## src/hdl/jlsd_pkg.sv

```systemverilog
package jlsd_pkg;

  // Field widths
  localparam int unsigned NumJoints = 3;
  localparam int unsigned AngW      = 20;
  localparam int unsigned ErrW      = 20;
  localparam int unsigned LimW      = 19;
  localparam int unsigned HoldW     = 16;
  localparam int unsigned TimeW     = 32;
  localparam int unsigned CfgIdxW   = 3;
  localparam int unsigned CfgDataW  = 19;

  // Register indexes
  localparam logic [CfgIdxW-1:0] CFG_COLLISION = 3'd0;
  localparam logic [CfgIdxW-1:0] CFG_BASE_STEP = 3'd1;
  localparam logic [CfgIdxW-1:0] CFG_ARM_STEP  = 3'd2;
  localparam logic [CfgIdxW-1:0] CFG_HOLD      = 3'd3;

  // Register reset values
  localparam logic [LimW-1:0]  RST_COLLISION = 19'd10000;
  localparam logic [LimW-1:0]  RST_BASE_STEP = 19'd4000;
  localparam logic [LimW-1:0]  RST_ARM_STEP  = 19'd1500;
  localparam logic [HoldW-1:0] RST_HOLD      = 16'd1000;

  // Reported fault phase codes
  localparam logic [1:0] PHASE_IDLE    = 2'd0;
  localparam logic [1:0] PHASE_LATCHED = 2'd1;
  localparam logic [1:0] PHASE_HOLD    = 2'd2;

  typedef enum logic [1:0] {
    FSM_IDLE = 2'b01,
    FSM_HOLD = 2'b10
  } fsm_e;

  typedef struct packed {
    logic                   detect_enable;
    logic [2:0]             limit_alarms;
    logic                   other_alarm;
    logic [TimeW-1:0]       now_ms;
    logic signed [AngW-1:0] measured_a;
    logic signed [AngW-1:0] measured_b;
    logic signed [AngW-1:0] measured_c;
    logic signed [AngW-1:0] commanded_a;
    logic signed [AngW-1:0] commanded_b;
    logic signed [AngW-1:0] commanded_c;
  } in_item_t;

  typedef struct packed {
    logic       stop_request;
    logic [2:0] fault_axes;
    logic       pose_resync;
    logic [1:0] fault_phase;
  } out_item_t;

  // Sample-wide fields held alongside the lane errors
  typedef struct packed {
    logic             detect_enable;
    logic [2:0]       limit_alarms;
    logic             other_alarm;
    logic [TimeW-1:0] now_ms;
  } ctl_t;

  // What one lane reports to the merge stage
  typedef struct packed {
    logic entry;
    logic hit;
  } lane_stat_t;

  function automatic logic [1:0] phase_code(fsm_e st);
    logic [1:0] code;
    unique case (st)
      FSM_IDLE: code = PHASE_IDLE;
      FSM_HOLD: code = PHASE_HOLD;
      default:  code = PHASE_IDLE;
    endcase
    return code;
  endfunction

endpackage

```

## src/hdl/jlsd_lane.sv

```systemverilog
module jlsd_lane (
  input  logic                            clk_i,
  input  logic                            rst_ni,
  input  logic                            load_i,
  input  logic signed [jlsd_pkg::AngW-1:0] measured_i,
  input  logic signed [jlsd_pkg::AngW-1:0] commanded_i,
  input  logic                            update_i,
  input  logic                            tracking_i,
  input  logic [jlsd_pkg::LimW-1:0]       thr_i,
  input  logic [jlsd_pkg::LimW-1:0]       coll_i,
  output jlsd_pkg::lane_stat_t            stat_o
);
  import jlsd_pkg::*;

  logic [AngW:0]   diff;
  logic [AngW:0]   mag;
  logic [ErrW-1:0] err_d, err_q;
  logic [ErrW-1:0] last_q;
  logic [ErrW-1:0] chg;
  logic [ErrW-1:0] thr_ext;
  logic [ErrW-1:0] coll_ext;
  logic            step_hit;

  // Stage 1: absolute following error; 20-bit operands keep it within 20 bits
  assign diff  = {measured_i[AngW-1], measured_i} - {commanded_i[AngW-1], commanded_i};
  assign mag   = diff[AngW] ? (~diff + 1'b1) : diff;
  assign err_d = mag[ErrW-1:0];

  always_ff @(posedge clk_i) begin
    if (load_i) begin
      err_q <= err_d;
    end
  end

  // Previous processed error
  always_ff @(posedge clk_i or negedge rst_ni) begin
    if (!rst_ni) begin
      last_q <= '0;
    end else if (update_i) begin
      last_q <= err_q;
    end
  end

  // Stage 2: change since last sample and threshold checks
  assign chg      = (err_q >= last_q) ? (err_q - last_q) : (last_q - err_q);
  assign thr_ext  = {1'b0, thr_i};
  assign coll_ext = {1'b0, coll_i};
  // Change counts as zero until tracking, so a zero threshold still trips
  assign step_hit = tracking_i ? (chg >= thr_ext) : (thr_i == '0);

  assign stat_o.entry = (err_q >= thr_ext);
  assign stat_o.hit   = (err_q > coll_ext) || step_hit;

endmodule

```

## src/hdl/jlsd_ctrl.sv

```systemverilog
module jlsd_ctrl (
  input  logic                                   clk_i,
  input  logic                                   rst_ni,
  input  logic                                   go_i,
  input  jlsd_pkg::ctl_t                         ctl_i,
  input  jlsd_pkg::lane_stat_t [jlsd_pkg::NumJoints-1:0] stat_i,
  input  logic [jlsd_pkg::HoldW-1:0]             hold_i,
  output logic                                   tracking_o,
  output logic                                   update_o,
  output jlsd_pkg::out_item_t                    res_o
);
  import jlsd_pkg::*;

  fsm_e             fsm_d, fsm_q;
  logic             tracking_d, tracking_q;
  logic [TimeW-1:0] ft_d, ft_q;
  logic             suspended;
  logic             armed;
  logic [2:0]       axes;
  logic             stop;
  logic             any_entry;
  logic [TimeW-1:0] elapsed;
  logic             expire;
  logic             process;

  assign suspended = !ctl_i.detect_enable || (ctl_i.limit_alarms != '0);
  assign process   = go_i && !suspended;
  assign update_o  = process;
  assign tracking_o = tracking_q;

  // Merge lane findings
  assign armed     = !suspended && !ctl_i.other_alarm && (fsm_q == FSM_IDLE);
  assign axes      = armed ? {stat_i[2].hit, stat_i[1].hit, stat_i[0].hit} : 3'b000;
  assign stop      = (axes != 3'b000);
  assign any_entry = stat_i[0].entry || stat_i[1].entry || stat_i[2].entry;

  // Hold timer: a fault latched now has zero elapsed time
  assign elapsed = ctl_i.now_ms - ft_q;
  assign expire  = stop ? (hold_i == '0)
                        : ((fsm_q == FSM_HOLD) && (elapsed >= {16'b0, hold_i}));

  // Next state
  always_comb begin
    fsm_d      = fsm_q;
    tracking_d = tracking_q;
    ft_d       = ft_q;
    if (process) begin
      tracking_d = tracking_q || any_entry;
      if (stop) begin
        ft_d  = ctl_i.now_ms;
        fsm_d = FSM_HOLD;
      end
      if (expire) begin
        tracking_d = 1'b0;
        fsm_d      = FSM_IDLE;
      end
    end
  end

  always_ff @(posedge clk_i or negedge rst_ni) begin
    if (!rst_ni) begin
      fsm_q      <= FSM_IDLE;
      tracking_q <= 1'b0;
      ft_q       <= '0;
    end else begin
      fsm_q      <= fsm_d;
      tracking_q <= tracking_d;
      ft_q       <= ft_d;
    end
  end

  // Result of the sample
  always_comb begin
    res_o.stop_request = stop;
    res_o.fault_axes   = axes;
    res_o.pose_resync  = !suspended && expire;
    if (suspended) begin
      res_o.fault_phase = phase_code(fsm_q);
    end else if (stop) begin
      res_o.fault_phase = PHASE_LATCHED;
    end else if (expire) begin
      res_o.fault_phase = PHASE_IDLE;
    end else begin
      res_o.fault_phase = phase_code(fsm_q);
    end
  end

  a_stop_holds: assert property (@(posedge clk_i) disable iff (!rst_ni)
    go_i && stop && (hold_i != '0) |=> (fsm_q == FSM_HOLD) && (ft_q == $past(ctl_i.now_ms)))
    else $error("fault not latched into hold");

  a_resync_rearms: assert property (@(posedge clk_i) disable iff (!rst_ni)
    go_i && res_o.pose_resync |=> !tracking_q && (fsm_q == FSM_IDLE))
    else $error("resync without re-arm");

  a_suspend_frozen: assert property (@(posedge clk_i) disable iff (!rst_ni)
    go_i && suspended |=> $stable(fsm_q) && $stable(tracking_q) && $stable(ft_q))
    else $error("state moved on a suspended sample");

  a_no_fault_in_hold: assert property (@(posedge clk_i) disable iff (!rst_ni)
    (fsm_q == FSM_HOLD) |-> !stop)
    else $error("new fault during hold");

endmodule

```

## src/hdl/jlsd_out_buf.sv

```systemverilog
module jlsd_out_buf (
  input  logic                clk_i,
  input  logic                rst_ni,
  input  logic                push_i,
  input  jlsd_pkg::out_item_t data_i,
  output logic                full_o,
  output logic                out_valid_o,
  input  logic                out_ready_i,
  output jlsd_pkg::out_item_t out_data_o
);
  import jlsd_pkg::*;

  out_item_t  ent_q [2];
  logic       wr_ptr_q, rd_ptr_q;
  logic [1:0] cnt_q;
  logic       pop;

  assign out_valid_o = (cnt_q != 2'd0);
  assign full_o      = (cnt_q == 2'd2);
  assign pop         = out_valid_o && out_ready_i;
  assign out_data_o  = ent_q[rd_ptr_q];

  // Two-entry result queue
  always_ff @(posedge clk_i) begin
    if (push_i) begin
      ent_q[wr_ptr_q] <= data_i;
    end
  end

  always_ff @(posedge clk_i or negedge rst_ni) begin
    if (!rst_ni) begin
      wr_ptr_q <= 1'b0;
      rd_ptr_q <= 1'b0;
      cnt_q    <= 2'd0;
    end else begin
      if (push_i) begin
        wr_ptr_q <= ~wr_ptr_q;
      end
      if (pop) begin
        rd_ptr_q <= ~rd_ptr_q;
      end
      if (push_i && !pop) begin
        cnt_q <= cnt_q + 2'd1;
      end else if (pop && !push_i) begin
        cnt_q <= cnt_q - 2'd1;
      end
    end
  end

endmodule

```

## src/hdl/joint_lost_step_detector_top.sv

```systemverilog
// Joint lost-step detector.
// Input channel in_valid_i/in_ready_o carries one sample (enable, alarms,
// timestamp, measured and commanded angles of three joints). Output channel
// out_valid_o/out_ready_i returns exactly one result per sample, in order.
// Configuration: cfg_we_i writes cfg_wdata_i to register cfg_idx_i
// (0 collision limit, 1 base step limit, 2 arm step limit, 3 hold time);
// other indexes are dropped. Write only while no sample is in flight.
// Flow: the error lanes register the sample, then the change/merge stage,
// which also owns the fault phase and hold timer, writes the result queue
// that drives out_valid_o.
// Throughput: one sample per cycle while the result queue has room or the
// receiver takes a result; the state loop is closed within the merge stage.
// A two-entry result queue sits at the output; when the receiver stalls it
// fills, then the merge stage holds its sample and in_ready_o drops in the
// same cycle, rising again in the cycle the receiver takes a result.
// Reset: registers return to their reset values, tracking and the fault
// phase clear, saved errors and the fault time return to zero.
module joint_lost_step_detector_top (
  input  logic                            clk_i,
  input  logic                            rst_ni,
  input  logic                            in_valid_i,
  output logic                            in_ready_o,
  input  jlsd_pkg::in_item_t              in_data_i,
  output logic                            out_valid_o,
  input  logic                            out_ready_i,
  output jlsd_pkg::out_item_t             out_data_o,
  input  logic                            cfg_we_i,
  input  logic [jlsd_pkg::CfgIdxW-1:0]    cfg_idx_i,
  input  logic [jlsd_pkg::CfgDataW-1:0]   cfg_wdata_i
);
  import jlsd_pkg::*;

  logic [LimW-1:0]  coll_q, base_q, arm_q;
  logic [HoldW-1:0] hold_q;
  logic             s1_valid_q;
  ctl_t             ctl_q;
  logic             load;
  logic             go;
  logic             full;
  logic             tracking;
  logic             update;
  out_item_t        res;
  lane_stat_t [NumJoints-1:0] stat;
  logic signed [AngW-1:0] meas [NumJoints];
  logic signed [AngW-1:0] cmd  [NumJoints];
  logic [LimW-1:0]  thr  [NumJoints];

  // Configuration registers
  always_ff @(posedge clk_i or negedge rst_ni) begin
    if (!rst_ni) begin
      coll_q <= RST_COLLISION;
      base_q <= RST_BASE_STEP;
      arm_q  <= RST_ARM_STEP;
      hold_q <= RST_HOLD;
    end else if (cfg_we_i) begin
      unique case (cfg_idx_i)
        CFG_COLLISION: coll_q <= cfg_wdata_i;
        CFG_BASE_STEP: base_q <= cfg_wdata_i;
        CFG_ARM_STEP:  arm_q  <= cfg_wdata_i;
        CFG_HOLD:      hold_q <= cfg_wdata_i[HoldW-1:0];
        default: ;
      endcase
    end
  end

  // Stage handshake
  assign go         = s1_valid_q && (!full || out_ready_i);
  assign in_ready_o = !s1_valid_q || go;
  assign load       = in_valid_i && in_ready_o;

  always_ff @(posedge clk_i or negedge rst_ni) begin
    if (!rst_ni) begin
      s1_valid_q <= 1'b0;
    end else if (load) begin
      s1_valid_q <= 1'b1;
    end else if (go) begin
      s1_valid_q <= 1'b0;
    end
  end

  always_ff @(posedge clk_i) begin
    if (load) begin
      ctl_q.detect_enable <= in_data_i.detect_enable;
      ctl_q.limit_alarms  <= in_data_i.limit_alarms;
      ctl_q.other_alarm   <= in_data_i.other_alarm;
      ctl_q.now_ms        <= in_data_i.now_ms;
    end
  end

  // Per-joint lanes
  assign meas[0] = in_data_i.measured_a;
  assign meas[1] = in_data_i.measured_b;
  assign meas[2] = in_data_i.measured_c;
  assign cmd[0]  = in_data_i.commanded_a;
  assign cmd[1]  = in_data_i.commanded_b;
  assign cmd[2]  = in_data_i.commanded_c;
  assign thr[0]  = base_q;
  assign thr[1]  = arm_q;
  assign thr[2]  = arm_q;

  for (genvar j = 0; j < NumJoints; j++) begin : g_lane
    jlsd_lane u_lane (
      .clk_i       (clk_i),
      .rst_ni      (rst_ni),
      .load_i      (load),
      .measured_i  (meas[j]),
      .commanded_i (cmd[j]),
      .update_i    (update),
      .tracking_i  (tracking),
      .thr_i       (thr[j]),
      .coll_i      (coll_q),
      .stat_o      (stat[j])
    );
  end

  // Merge, fault phase and hold timer
  jlsd_ctrl u_ctrl (
    .clk_i      (clk_i),
    .rst_ni     (rst_ni),
    .go_i       (go),
    .ctl_i      (ctl_q),
    .stat_i     (stat),
    .hold_i     (hold_q),
    .tracking_o (tracking),
    .update_o   (update),
    .res_o      (res)
  );

  // Result queue
  jlsd_out_buf u_out_buf (
    .clk_i       (clk_i),
    .rst_ni      (rst_ni),
    .push_i      (go),
    .data_i      (res),
    .full_o      (full),
    .out_valid_o (out_valid_o),
    .out_ready_i (out_ready_i),
    .out_data_o  (out_data_o)
  );

endmodule
```

## config.mk

```make
export PLATFORM = sky130hd
export DESIGN_NAME = joint_lost_step_detector_top
export DESIGN_NICKNAME = d
export VERILOG_FILES = /design/src/hdl/jlsd_pkg.sv /design/src/hdl/jlsd_lane.sv /design/src/hdl/jlsd_ctrl.sv /design/src/hdl/jlsd_out_buf.sv /design/src/hdl/joint_lost_step_detector_top.sv
export SDC_FILE = /design/constraint.sdc
export NUM_CORES = 1
export LEC_CHECK = 0
export BUFFER_PORTS_ARGS = -buffer_cell sky130_fd_sc_hd__buf_2
export CAP_MARGIN = 20
export CELL_PAD_IN_SITES_DETAIL_PLACEMENT = 1
export CELL_PAD_IN_SITES_GLOBAL_PLACEMENT = 1
export CORE_ASPECT_RATIO = 1.75
export CORE_MARGIN = 2
export CORE_UTILIZATION = 52
export DETAILED_ROUTE_END_ITERATION = 6
export GPL_TIMING_DRIVEN = 0
export PLACE_DENSITY = 0.9
export SKIP_CTS_REPAIR_TIMING = 1
export SYNTH_ARGS = -nofsm -noshare
export SYNTH_HDL_FRONTEND = slang
export SYNTH_HIERARCHICAL = 1
export SYNTH_SLANG_ARGS = --single-unit
```

## constraint.sdc

```tcl
create_clock -name clk_i -period 15.4 [get_ports clk_i]
set_clock_uncertainty 0.05 [all_clocks]
set_input_delay 0 -clock clk_i [delete_from_list [all_inputs] [get_ports clk_i]]
set_output_delay 0 -clock clk_i [all_outputs]
set_load 0.005 [all_outputs]
```

# After elaboration in Yosys (flattened, before gate mapping)
# Memories as Yosys holds them, arrays and structs flattened.
# Cells that the tools add are included.
# Widths: inputs -> output; s select.
dict set report totals {
  regBits 270
  ram_bits 14
  inputBits 184
  output_inout_bits 9
  word_cells 127
  mem_count 1
}
# memory words word_bits rd rd_ports_with_merged_regs wr line
set mem_list {}
lappend mem_list {u_out_buf.ent_q 2 7 1 0 1 jlsd_out_buf.sv:13} ;# out_item_t ent_q [2];
dict set report classes {
  n_addsub 15
  magnitude_cmp 13
  n_eq_ne 6
  muxes 24
  bitwise 5
  n_reduce_logical 42
}
# cell count
set op_table {}
lappend op_table {{$ge 20x19->1} 6}
lappend op_table {{$mux 20} 6}
lappend op_table {{$sub 20x20->20} 6}
lappend op_table {{$sub 20x20->21} 3}
lappend op_table {{$add 20x1->20 const B} 3}
lappend op_table {{$ge 20x20->1} 3}
lappend op_table {{$gt 20x19->1} 3}
lappend op_table {{$not 20->20} 3}
lappend op_table {{$logic_not 19->1} 2}
lappend op_table {{$ge 32x16->1} 1}
lappend op_table {{$sub 32x32->32} 1}
lappend op_table {{$logic_not 16->1} 1}
lappend op_table {{$mux 2} 8}
lappend op_table {{$reduce_and 2->1} 6}
lappend op_table {{$logic_and 1x1->1} 10}
lappend op_table {{$logic_or 1x1->1} 9}
lappend op_table {{$mux 1} 9}
lappend op_table {{$reduce_bool 2->1} 4}
lappend op_table {{$logic_not 1->1} 7}
lappend op_table {{$eq 3x2->1 const B} 2}
lappend op_table {{$reduce_bool 3->1} 2}
lappend op_table {{$eq 2x2->1 const B} 2}
lappend op_table {{$eq 3x1->1 const B} 1}
lappend op_table {{$logic_not 3->1} 1}
lappend op_table {{5 further kinds} 6}

# Logic depth before layout (Yosys ltp)
dict set report depth {
  word_depth 11
  mapped_depth 32
  ltp_nobuf 30
}

# Hierarchy
# The synthesis kept the hierarchy.
# mod n_inst cells_each area_each_um2 seq_area_each_um2
set by_module_without_submodules {}
lappend by_module_without_submodules {{jlsd_lane at g_lane[2].u_lane} 1 784 6249.7 1101.1}
lappend by_module_without_submodules {{jlsd_lane at g_lane[0].u_lane} 1 749 6050.8 1101.1}
lappend by_module_without_submodules {{jlsd_lane at g_lane[1].u_lane} 1 749 6017.0 1101.1}
lappend by_module_without_submodules {joint_lost_step_detector_top 1 200 4051.4 2992.9}
lappend by_module_without_submodules {jlsd_ctrl 1 510 3908.7 877.1}
lappend by_module_without_submodules {jlsd_out_buf 1 38 705.7 520.5}

# Worst setup path after synthesis
# Ideal clock, no wire load.
dict set report synth_timing {
  kind {register to register}
  startpoint {register g_lane[0].u_lane.err_q[0]}
  endpoint {register u_ctrl.fsm_q[1]}
  setup_ns 0.134
  arrival_ns 5.795
  t_required_ns 15.216
  slack_ns 9.422
  stages_incl_launch_ff 31
  path_buffers 3
  period_less_slack_ns 5.978
  cell_sequence {edfxtp_1 inv_1 ha_1 inv_1 fa_1 a21o_1 nand4_1 a31oi_1 o21ai_0 a21oi_1 o21ai_1 buf_2 buf_1 mux2_2 ha_1 a21o_1 a21o_1 a211oi_1 o21ai_0 o211ai_1 a21oi_1 a2111oi_0 nor2_1 a211o_1 and2_1 or3_1 nand2_1 clkinv_1 clkbuf_1 a21oi_1 a31oi_1}
}
# element line
set synth_lines {}
lappend synth_lines {{from (decl)} jlsd_lane.sv:17} ;# logic [ErrW-1:0] err_d, err_q;
lappend synth_lines {{from (signal assigned)} jlsd_lane.sv:31} ;# err_q <= err_d;
lappend synth_lines {{to (signal assigned)} jlsd_ctrl.sv:66} ;# fsm_q <= fsm_d;
lappend synth_lines {{to (decl)} jlsd_ctrl.sv:14} ;# fsm_e fsm_d, fsm_q;

==> results.toml <==
[status]
outcome = "finished with violations"
failed_checks = "hold timing"

[grt]
antenna_found_initial = 7
grt_pass1_vias = 28372
overflow = 0
grt_pass1_wl_um = 155100
grt_usage_pct = 36.90
grt_max_degree = 102

[drt]
drtAntennaViolNets = 0
routed_wl_um = 107900
vias_per_cell = 6.508
drc = 0
vias = 26203
dr.pass1.iters = 7
routedWlPerCell_um = 26.80
first_iter_violations = 1763

[worst_setup_path]
startpoint = "g_lane[0].u_lane/err_q[0]$_DFFE_PP_"
critPathTopFamily = "compound AO/OA/AOI/OAI gates"
critical_path_arrival_ns = 9.31
cp_slowest_stage_delay_ns = 0.65
worst-path-buf-inv = 6
slowest_stage = "buf_1"
end_kind = "flip-flop"
worstSetupPathType = "flip-flop to flip-flop"
critPathRequiredTime_ns = 15.77
r2r_start = "g_lane[0].u_lane/err_q[0]$_DFFE_PP_"
start_kind = "flip-flop"
path_max_fanout = 10

[logic_synthesis]
synth-simple-area-share_pct = 13.08
syn-instance-count = 3030
ys_ff_latch = 284
synth_edf_count = 111
syn_avg_cell_area_sq_um = 8.905
yosys_most_used_dff = "dfrtp_1"
async_reset_ff_share_pct = 60.92
synthDistinctLibCells = 122
syn-num-nets = 3623
synth_xor_area_share_pct = 5.810
muxShareOfSynthArea_pct = 4.688
ys_warn_count = 6
synthAdderAreaFrac_pct = 19.24
synth_compound_area_share_pct = 21.25
synthesis.area_sq_um = 26980
synth_top_family_by_area = "compound AO/OA/AOI/OAI gates"
yosysSeqAreaShare_pct = 28.51

[floorplan]
initial_core_util_pct = 52.56
rows = 110
ios = 193
core_area_sq_um = 51340
die-area_sq_um = 53800
die_w_um = 176.2
die_h_um = 305.3

[power]
max-vdd-ir-drop_uv = 148.7
power_leakage_nw = 14.51
p_per_area_nw_per_um2 = 219.1

[job]
maxCapViolCount = 0

[placed_design]
place_congestion = 0.9195
dp_hpwl_um = 73870
pre_cts_ws_ns = 7.556
port_buffers = 192

[sta]
tightestPinTransition_ns = 1.241
max_freq_mhz = 111.8
finalCritPeriodShare_pct = 58.07
final.setup.worst_slack_ns = 6.457
slew_headroom_pct = 16.66
fin_setup_tns_ns = 0
drv_slew = 0
rsz0062_at_grt = "no"
final.min_clock_period_ns = 8.943
timing.hold.ws_ns = -0.04353
hold_viol_final = 11
setup_viol = 0

[clocking]
cts_root_buf = "clkbuf_16"
clock_latency_ns = 0.61
clockBufferDepth = 3
htreeDepth = 1
cts.sinks = 284
path_clk_slew_ns = 0.08
cts_tree = "built"
numCtsBuffers = 28

[layout]
final_cell_mix = "401 x inv_1, 399 x ha_1, 239 x a21oi_1"
layout_commonest_cell = "inv_1"
utilization_pct = 59.50
fillers = 5986
area_growth_pct = 13.20
finish.net_count = 3921
drive_gt1_share_pct = 13.46

[hold_path]
hold_start = "in_data_i[98]"
hold_class = "primary input to flip-flop"
## synthesized netlist by cell type, drive strengths merged (62+ instances only)
library cell  instances  area share, %
a21o                124            3.5
a21oi               242            4.6
dfrtp               148             14
edfxtp              111             12
ha                  399             19
inv                 401            5.6
mux2                 87            3.9
nand2               201            2.8
nor2                125            1.8
o21ai               215            4.0
xnor2               117            3.8
xor2                 62            2.0
## registers in the layout, indices dropped and copies added (netlist names), 2 cells and up
signal,count
g_lane.u_lane/err_q,60
g_lane.u_lane/last_q,60
ctl_q,37
u_ctrl/ft_q,32
arm_q,19
base_q,19
coll_q,19
hold_q,16
u_out_buf/ent_q,14
u_ctrl/fsm_q,2
u_out_buf/cnt_q,2
## per-stage QoR
stage / instances / power, mW / area, sq um / hold WS (ns)
2_1_floorplan: 3030 / 4.244 / 26980 / -0.3456
3_3_place_gp: 3894 / 5.224 / 28790 / 0.1267
3_5_place_dp: 3896 / 5.535 / 28850 / -0.002333
4_1_cts: 3948 / 6.410 / 29790 / -0.6358
5_1_grt: 4024 / 7.088 / 30540 / -0.01228
6_report: 4026 / 6.691 / 30550 / -0.04353
## report_power, final
part           internal [mW]  switching (mW)
Sequential              1.06           0.289
Combinational           1.79            2.81
Clock                  0.394           0.356
## metal layers
layer,vias up,track usage [%],part of all wire [%]
met4,6,29.98,10
met5,-,0,0.038
met2,1341,68.43,51
li1,11389,-,-
met1,12778,35.48,32
met3,689,5.560,6.0
## worst min-delay path: cells and delay by family
kind | cells | cell delay, ns
adder cells (fa/ha/maj) | 1 | 0.17
XOR/XNOR | 2 | 0.26
buffers and inverters | 1 | 0.08
## cells by family after synthesis
group,Yosys count
compound gates,878
simple gates,680
buf+inv,492
fa+ha+maj,409
flops,284
xor+xnor,179
mux,108
## final cells by class
type                    instances  area [sq um]  area share, %
inverters                     402          1509          4.940
multi-input cells            2254         17290          56.61
repair buffers                268          1767          5.784
flip-flops and latches        284          7694          25.19
clock inverters                13         117.6         0.3850
plain buffers                  90         493.0          1.614
diodes                          4         10.01        0.03277
well taps                     672         840.8          2.753
clock buffers                  39         824.5          2.699
## final timing paths
path	slack [ns]	end	depth (start not counted)
max	6.46	u_ctrl/fsm_q[1]$_DFFE_PN0P_	30
min	-0.04	g_lane[1].u_lane/err_q[18]$_DFFE_PP_	4
max reg2reg	6.46	u_ctrl/fsm_q[1]$_DFFE_PN0P_	30
min reg2reg	0.45	u_ctrl/ft_q[22]$_DFFE_PN0P_	2
max in group asynchronous	13.57	g_lane[1].u_lane/last_q[10]$_DFFE_PN0P_	4
min in group asynchronous	0.48	g_lane[1].u_lane/last_q[6]$_DFFE_PN0P_	3
(Power assumes the default switching activity.)
